File: src/sv/tsfu_pkg.sv
// ----------------------------------------------------------------------------
// tsfu_pkg: shared types and constants of the Taylor series function unit
// Function codes, fixed-point widths and the controller/datapath link.
// ----------------------------------------------------------------------------
package tsfu_pkg;

  localparam int TSFU_MAX_TERMS = 16;
  localparam int TSFU_FRAC_BITS = 24;

  localparam logic [2:0] CMD_SIN  = 3'd0;
  localparam logic [2:0] CMD_COS  = 3'd1;
  localparam logic [2:0] CMD_SINH = 3'd2;
  localparam logic [2:0] CMD_COSH = 3'd3;
  localparam logic [2:0] CMD_EXP  = 3'd4;

  localparam int CMD_W   = 3;
  localparam int ANGLE_W = 10;
  localparam int TC_W    = 5;
  localparam int VALUE_W = 48;

  // term magnitude, clamped to 2^56
  localparam int T_W = 57;
  localparam int M_W = 17;
  localparam int DEG_NUM = 157;
  localparam int DEG_DEN = 9000;
  // divisor 9000*k, k below 64
  localparam int DIV_W = 20;
  // dividend t*m below 2^74, padded to a whole number of divider cycles
  localparam int NUM_W     = 76;
  localparam int DIV_STEPS = 4;
  localparam int DIV_CYC   = NUM_W / DIV_STEPS;
  localparam int DCNT_W    = $clog2(DIV_CYC);

  localparam logic [T_W-1:0] TERM_CAP = {1'b1, {(T_W-1){1'b0}}};
  localparam logic signed [63:0] OUT_MAX = 64'sh0000_7FFF_FFFF_FFFF;
  localparam logic signed [63:0] OUT_MIN = 64'shFFFF_8000_0000_0000;

  typedef struct packed {
    logic load;
    logic exp_one;
    logic mul_lo;
    logic mul_hi;
    logic div_step;
    logic clamp;
    logic add;
    logic sub;
    logic out_load;
  } tsfu_cmd_t;

  typedef struct packed {
    logic neg;
  } tsfu_sts_t;

endpackage

File: src/sv/tsfu_dp.sv
// ----------------------------------------------------------------------------
// tsfu_dp: datapath of the Taylor series function unit
// Term register, split multiplier, radix-16 restoring divider and accumulator.
// ----------------------------------------------------------------------------
module tsfu_dp import tsfu_pkg::*; #(
  parameter int FRAC_BITS = TSFU_FRAC_BITS
) (
  input  logic                      clk,
  input  logic signed [ANGLE_W-1:0] in_angle_deg,
  input  tsfu_cmd_t                 cmd,
  output tsfu_sts_t                 sts,
  output logic signed [VALUE_W-1:0] out_value,
  output logic                      out_overflow
);

  localparam logic [T_W-1:0] ONE = T_W'(1) << FRAC_BITS;

  logic [ANGLE_W-1:0]        mag;
  logic                      neg_r;
  logic [M_W-1:0]            m_r;
  logic [T_W-1:0]            t_r;
  logic [48:0]               prod_r;
  logic [NUM_W-1:0]          num_r;
  logic [NUM_W-1:0]          num_nxt;
  logic [DIV_W-1:0]          rem_r;
  logic [DIV_W-1:0]          rem_nxt;
  logic [DIV_W-1:0]          d_r;
  logic signed [63:0]        sum_r;
  logic signed [VALUE_W-1:0] value_r;
  logic                      ovf_r;
  logic [41:0]               prod_hi;

  assign mag = in_angle_deg[ANGLE_W-1] ? (~in_angle_deg + ANGLE_W'(1)) : in_angle_deg;
  assign prod_hi = 42'(t_r[T_W-1:32]) * 42'(m_r);

  always_comb begin
    logic [DIV_W:0]   trial;
    logic [DIV_W-1:0] rq;
    logic [NUM_W-1:0] nq;
    rq = rem_r;
    nq = num_r;
    for (int k = 0; k < DIV_STEPS; k++) begin
      trial = {rq, nq[NUM_W-1]};
      if (trial >= {1'b0, d_r}) begin
        trial = trial - {1'b0, d_r};
        nq = {nq[NUM_W-2:0], 1'b1};
      end else begin
        nq = {nq[NUM_W-2:0], 1'b0};
      end
      rq = trial[DIV_W-1:0];
    end
    rem_nxt = rq;
    num_nxt = nq;
  end

  always_ff @(posedge clk) begin
    if (cmd.load) begin
      neg_r <= in_angle_deg[ANGLE_W-1];
      m_r   <= M_W'(mag) * M_W'(DEG_NUM);
      t_r   <= ONE;
      d_r   <= '0;
      sum_r <= cmd.exp_one ? 64'(ONE) : 64'sd0;
    end
    if (cmd.mul_lo) begin
      prod_r <= 49'(t_r[31:0]) * 49'(m_r);
      d_r    <= d_r + DIV_W'(DEG_DEN);
    end
    if (cmd.mul_hi) begin
      num_r <= (NUM_W'(prod_hi) << 32) + NUM_W'(prod_r);
      rem_r <= '0;
    end
    if (cmd.div_step) begin
      num_r <= num_nxt;
      rem_r <= rem_nxt;
    end
    if (cmd.clamp) begin
      t_r <= (num_r > NUM_W'(TERM_CAP)) ? TERM_CAP : num_r[T_W-1:0];
    end
    if (cmd.add) begin
      sum_r <= sum_r + $signed(64'(t_r));
    end
    if (cmd.sub) begin
      sum_r <= sum_r - $signed(64'(t_r));
    end
    if (cmd.out_load) begin
      if (sum_r > OUT_MAX) begin
        value_r <= OUT_MAX[VALUE_W-1:0];
        ovf_r   <= 1'b1;
      end else if (sum_r < OUT_MIN) begin
        value_r <= OUT_MIN[VALUE_W-1:0];
        ovf_r   <= 1'b1;
      end else begin
        value_r <= sum_r[VALUE_W-1:0];
        ovf_r   <= 1'b0;
      end
    end
  end

  assign sts.neg      = neg_r;
  assign out_value    = value_r;
  assign out_overflow = ovf_r;

endmodule

File: src/sv/tsfu_ctrl.sv
// ----------------------------------------------------------------------------
// tsfu_ctrl: controller of the Taylor series function unit
// Sequences powers, divides and term accumulation; owns handshakes and config.
// ----------------------------------------------------------------------------
module tsfu_ctrl import tsfu_pkg::*; #(
  parameter int MAX_TERMS = TSFU_MAX_TERMS
) (
  input  logic             clk,
  input  logic             rst_n,
  input  logic             in_valid,
  input  logic [CMD_W-1:0] in_cmd,
  output logic             in_ready,
  output logic             out_valid,
  input  logic             out_ready,
  input  logic             cfg_wr_en,
  input  logic [TC_W-1:0]  cfg_wr_data,
  output tsfu_cmd_t        cmd,
  input  tsfu_sts_t        sts
);

  localparam int NW   = $clog2(MAX_TERMS + 1);
  localparam int PW_W = NW + 1;

  localparam logic [2:0] S_IDLE = 3'd0;
  localparam logic [2:0] S_CHK  = 3'd1;
  localparam logic [2:0] S_MLO  = 3'd2;
  localparam logic [2:0] S_MHI  = 3'd3;
  localparam logic [2:0] S_DIV  = 3'd4;
  localparam logic [2:0] S_CLP  = 3'd5;
  localparam logic [2:0] S_FIN  = 3'd6;

  logic [2:0]        state_r, state_nxt;
  logic [TC_W-1:0]   term_count_r;
  logic [CMD_W-1:0]  cmd_r;
  logic [NW-1:0]     n_r, n_in;
  logic [NW-1:0]     i_r, i_nxt;
  logic [PW_W-1:0]   pw_r, pw_nxt;
  logic [PW_W-1:0]   target;
  logic [DCNT_W-1:0] dcnt_r, dcnt_nxt;
  logic              out_valid_r;
  logic              accept;
  logic              minus;
  logic              alt;

  assign n_in   = (int'(term_count_r) > MAX_TERMS) ? NW'(MAX_TERMS) : NW'(term_count_r);
  assign accept = in_valid && in_ready;
  assign alt    = (cmd_r == CMD_SIN) || (cmd_r == CMD_COS);
  assign minus  = (sts.neg & pw_r[0]) ^ (alt & i_r[0]);

  always_comb begin
    unique case (cmd_r)
      CMD_SIN, CMD_SINH: target = {i_r, 1'b1};
      CMD_COS, CMD_COSH: target = {i_r, 1'b0};
      default:           target = PW_W'(i_r);
    endcase
  end

  always_comb begin
    state_nxt = state_r;
    i_nxt     = i_r;
    pw_nxt    = pw_r;
    dcnt_nxt  = dcnt_r;
    cmd       = '0;
    unique case (state_r)
      S_IDLE: begin
        if (in_valid) begin
          cmd.load    = 1'b1;
          cmd.exp_one = (in_cmd == CMD_EXP) && (n_in == '0);
          i_nxt       = '0;
          pw_nxt      = '0;
          state_nxt   = (in_cmd > CMD_EXP) ? S_FIN : S_CHK;
        end
      end
      S_CHK: begin
        if (i_r == n_r) begin
          state_nxt = S_FIN;
        end else if (pw_r < target) begin
          pw_nxt    = pw_r + PW_W'(1);
          state_nxt = S_MLO;
        end else begin
          cmd.add = !minus;
          cmd.sub = minus;
          i_nxt   = i_r + NW'(1);
        end
      end
      S_MLO: begin
        cmd.mul_lo = 1'b1;
        state_nxt  = S_MHI;
      end
      S_MHI: begin
        cmd.mul_hi = 1'b1;
        dcnt_nxt   = '0;
        state_nxt  = S_DIV;
      end
      S_DIV: begin
        cmd.div_step = 1'b1;
        dcnt_nxt     = dcnt_r + DCNT_W'(1);
        if (dcnt_r == DCNT_W'(DIV_CYC - 1)) begin
          state_nxt = S_CLP;
        end
      end
      S_CLP: begin
        cmd.clamp = 1'b1;
        state_nxt = S_CHK;
      end
      S_FIN: begin
        if (!out_valid_r || out_ready) begin
          cmd.out_load = 1'b1;
          state_nxt    = S_IDLE;
        end
      end
      default: state_nxt = S_IDLE;
    endcase
  end

  always_ff @(posedge clk) begin
    if (!rst_n) begin
      state_r      <= S_IDLE;
      term_count_r <= TC_W'(8);
      out_valid_r  <= 1'b0;
      i_r          <= '0;
      pw_r         <= '0;
      dcnt_r       <= '0;
    end else begin
      state_r <= state_nxt;
      i_r     <= i_nxt;
      pw_r    <= pw_nxt;
      dcnt_r  <= dcnt_nxt;
      if (cfg_wr_en) begin
        term_count_r <= cfg_wr_data;
      end
      if (cmd.out_load) begin
        out_valid_r <= 1'b1;
      end else if (out_ready) begin
        out_valid_r <= 1'b0;
      end
    end
  end

  always_ff @(posedge clk) begin
    if (accept) begin
      cmd_r <= in_cmd;
      n_r   <= n_in;
    end
  end

  assign in_ready  = (state_r == S_IDLE);
  assign out_valid = out_valid_r;

  a_out_slot_free: assert property (@(posedge clk) disable iff (!rst_n)
    cmd.out_load |-> (!out_valid_r || out_ready))
    else $error("result loaded over an untaken beat");

  a_div_start: assert property (@(posedge clk) disable iff (!rst_n)
    (state_r == S_MHI) |=> (state_r == S_DIV) && (dcnt_r == '0))
    else $error("divider did not start from step zero");

  a_pw_bound: assert property (@(posedge clk) disable iff (!rst_n)
    (state_r != S_IDLE) |-> (int'(pw_r) <= 2 * MAX_TERMS - 1))
    else $error("power index past the last series term");

  a_term_bound: assert property (@(posedge clk) disable iff (!rst_n)
    (state_r == S_CHK) |-> (i_r <= n_r))
    else $error("term index past term count");

  a_accept_busy: assert property (@(posedge clk) disable iff (!rst_n)
    accept |=> !in_ready)
    else $error("input taken again before item finished");

endmodule

File: src/sv/taylor_series_function_unit.sv
// ----------------------------------------------------------------------------
// taylor_series_function_unit: truncated Taylor series sin/cos/sinh/cosh/exp
// Top level joining the sequencing controller and the arithmetic datapath.
// ----------------------------------------------------------------------------
// Input channel (in_valid/in_ready): a beat carries in_cmd (0 sin, 1 cos,
// 2 sinh, 3 cosh, 4 exp) and in_angle_deg in whole degrees; radians are
// taken as degrees * 3.14/180. Output channel (out_valid/out_ready): a beat
// carries out_value, signed with FRAC_BITS fraction bits, saturated to
// 48 bits, and out_overflow when it saturated.
// cfg_wr_en/cfg_wr_data set term_count (reset 8, capped at MAX_TERMS); write
// it only while the unit is idle.
// One item at a time. With P the highest power the series reaches (2n-1 for
// sin/sinh, 2n-2 for cos/cosh, n-1 for exp, n terms) an item raises its term
// P times: each power passes a check state, the low 32x17 and high 25x17
// products, the 4-bit-per-cycle divider and a clamp state. Each term is
// then added in a check state. Unused codes skip the series and return zero.
// A finished result sits in the output register; the next item is accepted
// while it waits, and finishes only once the receiver takes it.
// Synchronous reset clears control and sets term_count to 8.
// ----------------------------------------------------------------------------
module taylor_series_function_unit import tsfu_pkg::*; #(
  parameter int MAX_TERMS = TSFU_MAX_TERMS,
  parameter int FRAC_BITS = TSFU_FRAC_BITS
) (
  input  logic                      clk,
  input  logic                      rst_n,
  input  logic                      in_valid,
  output logic                      in_ready,
  input  logic [CMD_W-1:0]          in_cmd,
  input  logic signed [ANGLE_W-1:0] in_angle_deg,
  output logic                      out_valid,
  input  logic                      out_ready,
  output logic signed [VALUE_W-1:0] out_value,
  output logic                      out_overflow,
  input  logic                      cfg_wr_en,
  input  logic [TC_W-1:0]           cfg_wr_data
);

  tsfu_cmd_t dp_cmd;
  tsfu_sts_t dp_sts;

  tsfu_ctrl #(
    .MAX_TERMS (MAX_TERMS)
  ) u_ctrl (
    .clk         (clk),
    .rst_n       (rst_n),
    .in_valid    (in_valid),
    .in_cmd      (in_cmd),
    .in_ready    (in_ready),
    .out_valid   (out_valid),
    .out_ready   (out_ready),
    .cfg_wr_en   (cfg_wr_en),
    .cfg_wr_data (cfg_wr_data),
    .cmd         (dp_cmd),
    .sts         (dp_sts)
  );

  tsfu_dp #(
    .FRAC_BITS (FRAC_BITS)
  ) u_dp (
    .clk          (clk),
    .in_angle_deg (in_angle_deg),
    .cmd          (dp_cmd),
    .sts          (dp_sts),
    .out_value    (out_value),
    .out_overflow (out_overflow)
  );

endmodule

File: config.mk
export PLATFORM = sky130hd
export DESIGN_NAME = taylor_series_function_unit
export DESIGN_NICKNAME = d
export VERILOG_FILES = /design/src/sv/tsfu_pkg.sv /design/src/sv/tsfu_dp.sv /design/src/sv/tsfu_ctrl.sv /design/src/sv/taylor_series_function_unit.sv
export SDC_FILE = /design/constraint.sdc
export NUM_CORES = 2
export LEC_CHECK = 0
export ABC_AREA = 1
export BUFFER_PORTS_ARGS = -buffer_cell sky130_fd_sc_hd__buf_4
export CAP_MARGIN = 30
export CORE_MARGIN = 4
export CORE_UTILIZATION = 56
export CTS_CLUSTER_SIZE = 28
export DETAILED_ROUTE_END_ITERATION = 16
export PLACE_DENSITY = 0.75
export SLEW_MARGIN = 10
export SYNTH_ARGS = -nofsm -noshare
export SYNTH_HDL_FRONTEND = slang
export SYNTH_SLANG_ARGS = --single-unit
File: constraint.sdc
create_clock -name clk -period 8.56 [get_ports clk]
set_clock_uncertainty 0.15 [all_clocks]
set_input_delay 0.428 -clock clk [delete_from_list [all_inputs] [get_ports clk]]
set_output_delay 0.428 -clock clk [all_outputs]
set_load 0.01 [all_outputs]
==> reports/summary.log <==
INFO  global_route   globalRoute.totalOverflow=0
INFO  detailed_routing route.final.wire_length=202mm
INFO  logic_synthesis synth_top_flop_cell=sky130_fd_sc_hd__edfxtp_1
INFO  logic_synthesis ys_seq_elements=383
INFO  logic_synthesis yosys.cell_count.top_type=sky130_fd_sc_hd__nand2_1
INFO  worst_setup_path sort_of_element_at_the_end_of_the_critical_path=register
INFO  floorplan      die_y=343um
INFO  logic_synthesis synth-edff-count=358
INFO  logic_synthesis post_synth_num_cell_types=65
INFO  clock_tree     tritoncts_num_sinks=383
INFO  detailed_routing antenna_violating_nets_post_route=0
INFO  logic_synthesis synth_area_leader_cell=sky130_fd_sc_hd__fa_1
INFO  clock_tree     clk_transition_reported_paths=70ps
INFO  place          globalplace.congestion=0.987
INFO  cells_and_area area_delta_synth_final=8.36%
INFO  global_route   grt_busiest_layer=met2
INFO  logic_synthesis synthesis.instances=8455
INFO  global_route   grt_antenna_before_repair=2
INFO  global_route   met1_usage=0.453
INFO  logic_synthesis syn-cell-area=62800squm
INFO  global_route   grt_first_pass_wirelength=316mm
INFO  floorplan      core_area=111000squm
INFO  status         outcome=finished, final reports clean
INFO  place          numPortBuffers=73
INFO  floorplan      cell_rows=122
INFO  logic_synthesis synth_sequential_area_ratio=0.179
INFO  sta            maxSlewHeadroom=0.235
INFO  clock_tree     ctsRootBufferMaster=sky130_fd_sc_hd__clkbuf_16
INFO  logic_synthesis ys_async_sr_fraction=0
INFO  worst_setup_path worst-r2r-cell-count=31
INFO  sta            final-hold-violation-count=0
INFO  logic_synthesis synthesis.nets=9785
INFO  global_route   grt_start_max_net_pins=81
INFO  logic_synthesis synthDominantCellAreaShare=0.260
INFO  cells_and_area layout-drive-gt1-share=0.0574
INFO  sta            tightestPinTransition=1140ps
INFO  sta            fin_crit_sh=0.948
INFO  worst_setup_path setup.worst_path.class=reg -> reg
INFO  clock_tree     tritoncts_clock_tree=done
INFO  worst_setup_path r2r_start=u_dp.m_r[3]$_DFFE_PP_
INFO  sta            fmax=0.123GHz
INFO  cells_and_area final_design_area_no_fill=68100squm
INFO  global_route   grtUsageMet2=0.567
INFO  flow_run       max_cap_viol_count=0
INFO  logic_synthesis synth_top_area_cells=sky130_fd_sc_hd__fa_1 26%, sky130_fd_sc_hd__edfxtp_1 17%, sky130_fd_sc_hd__nand2_1 13%, sky130_fd_sc_hd__inv_1 11%, sky130_fd_sc_hd__ha_1 9.8%
INFO  cells_and_area layout_utilization=0.614
INFO  logic_synthesis syn_avg_cell_area=7.43squm
INFO  clock_tree     worstSkewPairLatency=660ps
INFO  place          hpwlAfterDp=163mm
INFO  worst_setup_path r2r-end=u_dp.num_r[71]$_DFFE_PP_
INFO  cells_and_area antenna-diode-count=0
INFO  worst_hold_path timing.hold.worst_endpoint=u_ctrl.state_r[1]$_SDFFE_PN0P_
INFO  worst_setup_path worst_path_max_delay_cell=sky130_fd_sc_hd__edfxtp_1
INFO  global_route   use_met3=0.0666
INFO  sta            setup_viol=0
INFO  worst_setup_path worst-path-max-fanout=27
INFO  global_route   track_usage=0.345
INFO  worst_setup_path critical_path_required=8800ps
INFO  detailed_routing detailroute.via_count=56326
INFO  worst_setup_path critical_path.most_common_cell=sky130_fd_sc_hd__fa_1
INFO  worst_setup_path r2r_setup_slack=440ps
INFO  worst_setup_path timing.critical_path.arrival=8350ps
INFO  place          placement.cell_area=66200squm
INFO  worst_hold_path hp-class=in -> reg
INFO  detailed_routing firstDrtPassIters=7
INFO  detailed_routing dr.first_iter.drc_count=5248
INFO  detailed_routing per_cell_routed_wire_length=20.0um
INFO  floorplan      chipWidth=343um
INFO  worst_setup_path slowest_stage_delay_cp=580ps
INFO  cells_and_area nNetsFinal=9887
INFO  floorplan      die-area=118000squm
INFO  clock_tree     clk_path_buf_depth=3
INFO  clock_tree     cts_made_buffers=50
INFO  global_route   first_global_vias=57574
INFO  logic_synthesis netlist_top_cells_count=2221 x sky130_fd_sc_hd__nand2_1, 1904 x sky130_fd_sc_hd__inv_1, 817 x sky130_fd_sc_hd__fa_1, 594 x sky130_fd_sc_hd__nor2_1, 490 x sky130_fd_sc_hd__ha_1
INFO  place          dp.cells=9969
INFO  sta            drv_slew=0
INFO  logic_synthesis ys_warns=0
INFO  worst_hold_path hold_depth=5
INFO  detailed_routing drt_drc_violations_left=0
INFO  sta            final.min_clock_period=8120ps
INFO  cells_and_area fin_cells=10083
INFO  clock_tree     htreeDepth=2
INFO  detailed_routing route.detailed.vias_per_inst=5.59
INFO  floorplan      num_io_pins=74
INFO  floorplan      initial_core_util=0.566
INFO  worst_setup_path worst_setup_path_start_kind=register
INFO  worst_hold_path min_from=in_valid
[state kept, by name, indices dropped and copies added, names as in the netlist, 3 cells and up]
name and cells:
u_dp.m_r 17, u_ctrl.cmd_r 3, u_ctrl.dcnt_r 5, u_dp.t_r 57, u_dp.prod_r 49, u_dp.d_r 17
u_ctrl.pw_r 6, u_ctrl.i_r 5, u_ctrl.n_r 5, u_ctrl.term_count_r 5, u_dp.sum_r 64, u_dp.rem_r 20
u_ctrl.state_r 3, u_dp.num_r 76, u_dp.out_value 48
[critical path: cells and delay by family, from the launching register on]
kind | cells | cell delay [ps]
xor+xnor | 1 | 260
fa+ha+maj | 8 | 3640
buf+inv | 6 | 800
flops | 1 | 580
simple gates | 16 | 2430
[layout by cell type (no fill, tap or decap), drive strengths merged, types with 5 or more instances in the layout]
| cell | count |
|---|---|
| a211oi | 12 |
| a21boi | 13 |
| a21o | 29 |
| a21oi | 468 |
| a221oi | 7 |
| a31oi | 24 |
| and2 | 6 |
| and3 | 5 |
| buf | 351 |
| bufinv | 6 |
| clkbuf | 62 |
| clkinv | 23 |
| dfxtp | 25 |
| dlygate4sd3 | 17 |
| edfxtp | 358 |
| fa | 817 |
| ha | 490 |
| inv | 1914 |
| nand2 | 2226 |
| nand3 | 244 |
| nand3b | 10 |
| nand4 | 57 |
| nor2 | 600 |
| nor3 | 65 |
| nor4 | 42 |
| o211ai | 13 |
| o21a | 30 |
| o21ai | 393 |
| o21bai | 26 |
| o221ai | 5 |
| o22ai | 9 |
| o31ai | 6 |
| or2 | 29 |
| xnor2 | 68 |
| xor2 | 125 |
[layout make-up]
cell class | instances | area [sq um]
Clock buffer | 61 | 1300
Inverter | 1914 | 7190
Fill cell | 9967 | 42900
Timing Repair Buffer | 369 | 2940
Multi-Input combinational cell | 5839 | 43200
Tap cell | 1488 | 1860
Sequential cell | 383 | 11300
Clock inverter | 29 | 318
[layer usage]
metal | up-vias | wire length (um)
met1 | 27142 | 79800
met2 | 2671 | 93400
met3 | 492 | 19300
li1 | 26019 | -
met5 | - | 13
met4 | 2 | 9380
[through the flow]
step                worst slack, ps  hold WS, ps  setup TNS [ps]
finish                          442          177               0
global placement                310          313               0
CTS                             268          139               0
floorplan                      1290          295               0
global route                  -18.8          192           -23.6
detailed placement              311          324               0
[cell families (layout without fill, tap and decap cells)]
| kind of cell | Yosys count | after routing | synth area share |
|---|---|---|---|
| compound gates | 1051 | 1051 | 0.0915 |
| simple gates | 3288 | 3288 | 0.211 |
| xor+xnor | 193 | 193 | 0.0269 |
| buf+inv | 2233 | 2373 | 0.134 |
| flops | 383 | 383 | 0.179 |
| fa+ha+maj | 1307 | 1307 | 0.358 |
[repair_timing]
| action | in CTS | in global routing |
|---|---|---|
| endpoints found under the setup margin | 0 | 19 |
| buffers inserted | 0 | 3 |
| gates resized for setup | 0 | 14 |
| hold buffers | 17 | 0 |
| hold endpoints to repair | 16 | 0 |
[worst max path at each step]
stage / cells after the start / end / from / slack (ps)
global route: 53 / u_dp.rem_r[10]$_SDFFCE_PN0P_ / u_dp.d_r[10]$_SDFFCE_PN0P_ / -20
CTS: 49 / u_dp.rem_r[10]$_SDFFCE_PN0P_ / u_dp.d_r[16]$_SDFFCE_PN0P_ / 270
finish: 31 / u_dp.num_r[71]$_DFFE_PP_ / u_dp.m_r[3]$_DFFE_PP_ / 440
floorplan: 49 / u_dp.rem_r[18]$_SDFFCE_PN0P_ / u_dp.d_r[14]$_SDFFCE_PN0P_ / 1290
detailed placement: 49 / u_dp.rem_r[10]$_SDFFCE_PN0P_ / u_dp.d_r[16]$_SDFFCE_PN0P_ / 310
global placement: 51 / u_dp.rem_r[10]$_SDFFCE_PN0P_ / u_dp.d_r[16]$_SDFFCE_PN0P_ / 310
Power is not shown: default switching activity piles up to over one toggle a cycle in this logic, so the estimate is an artifact.
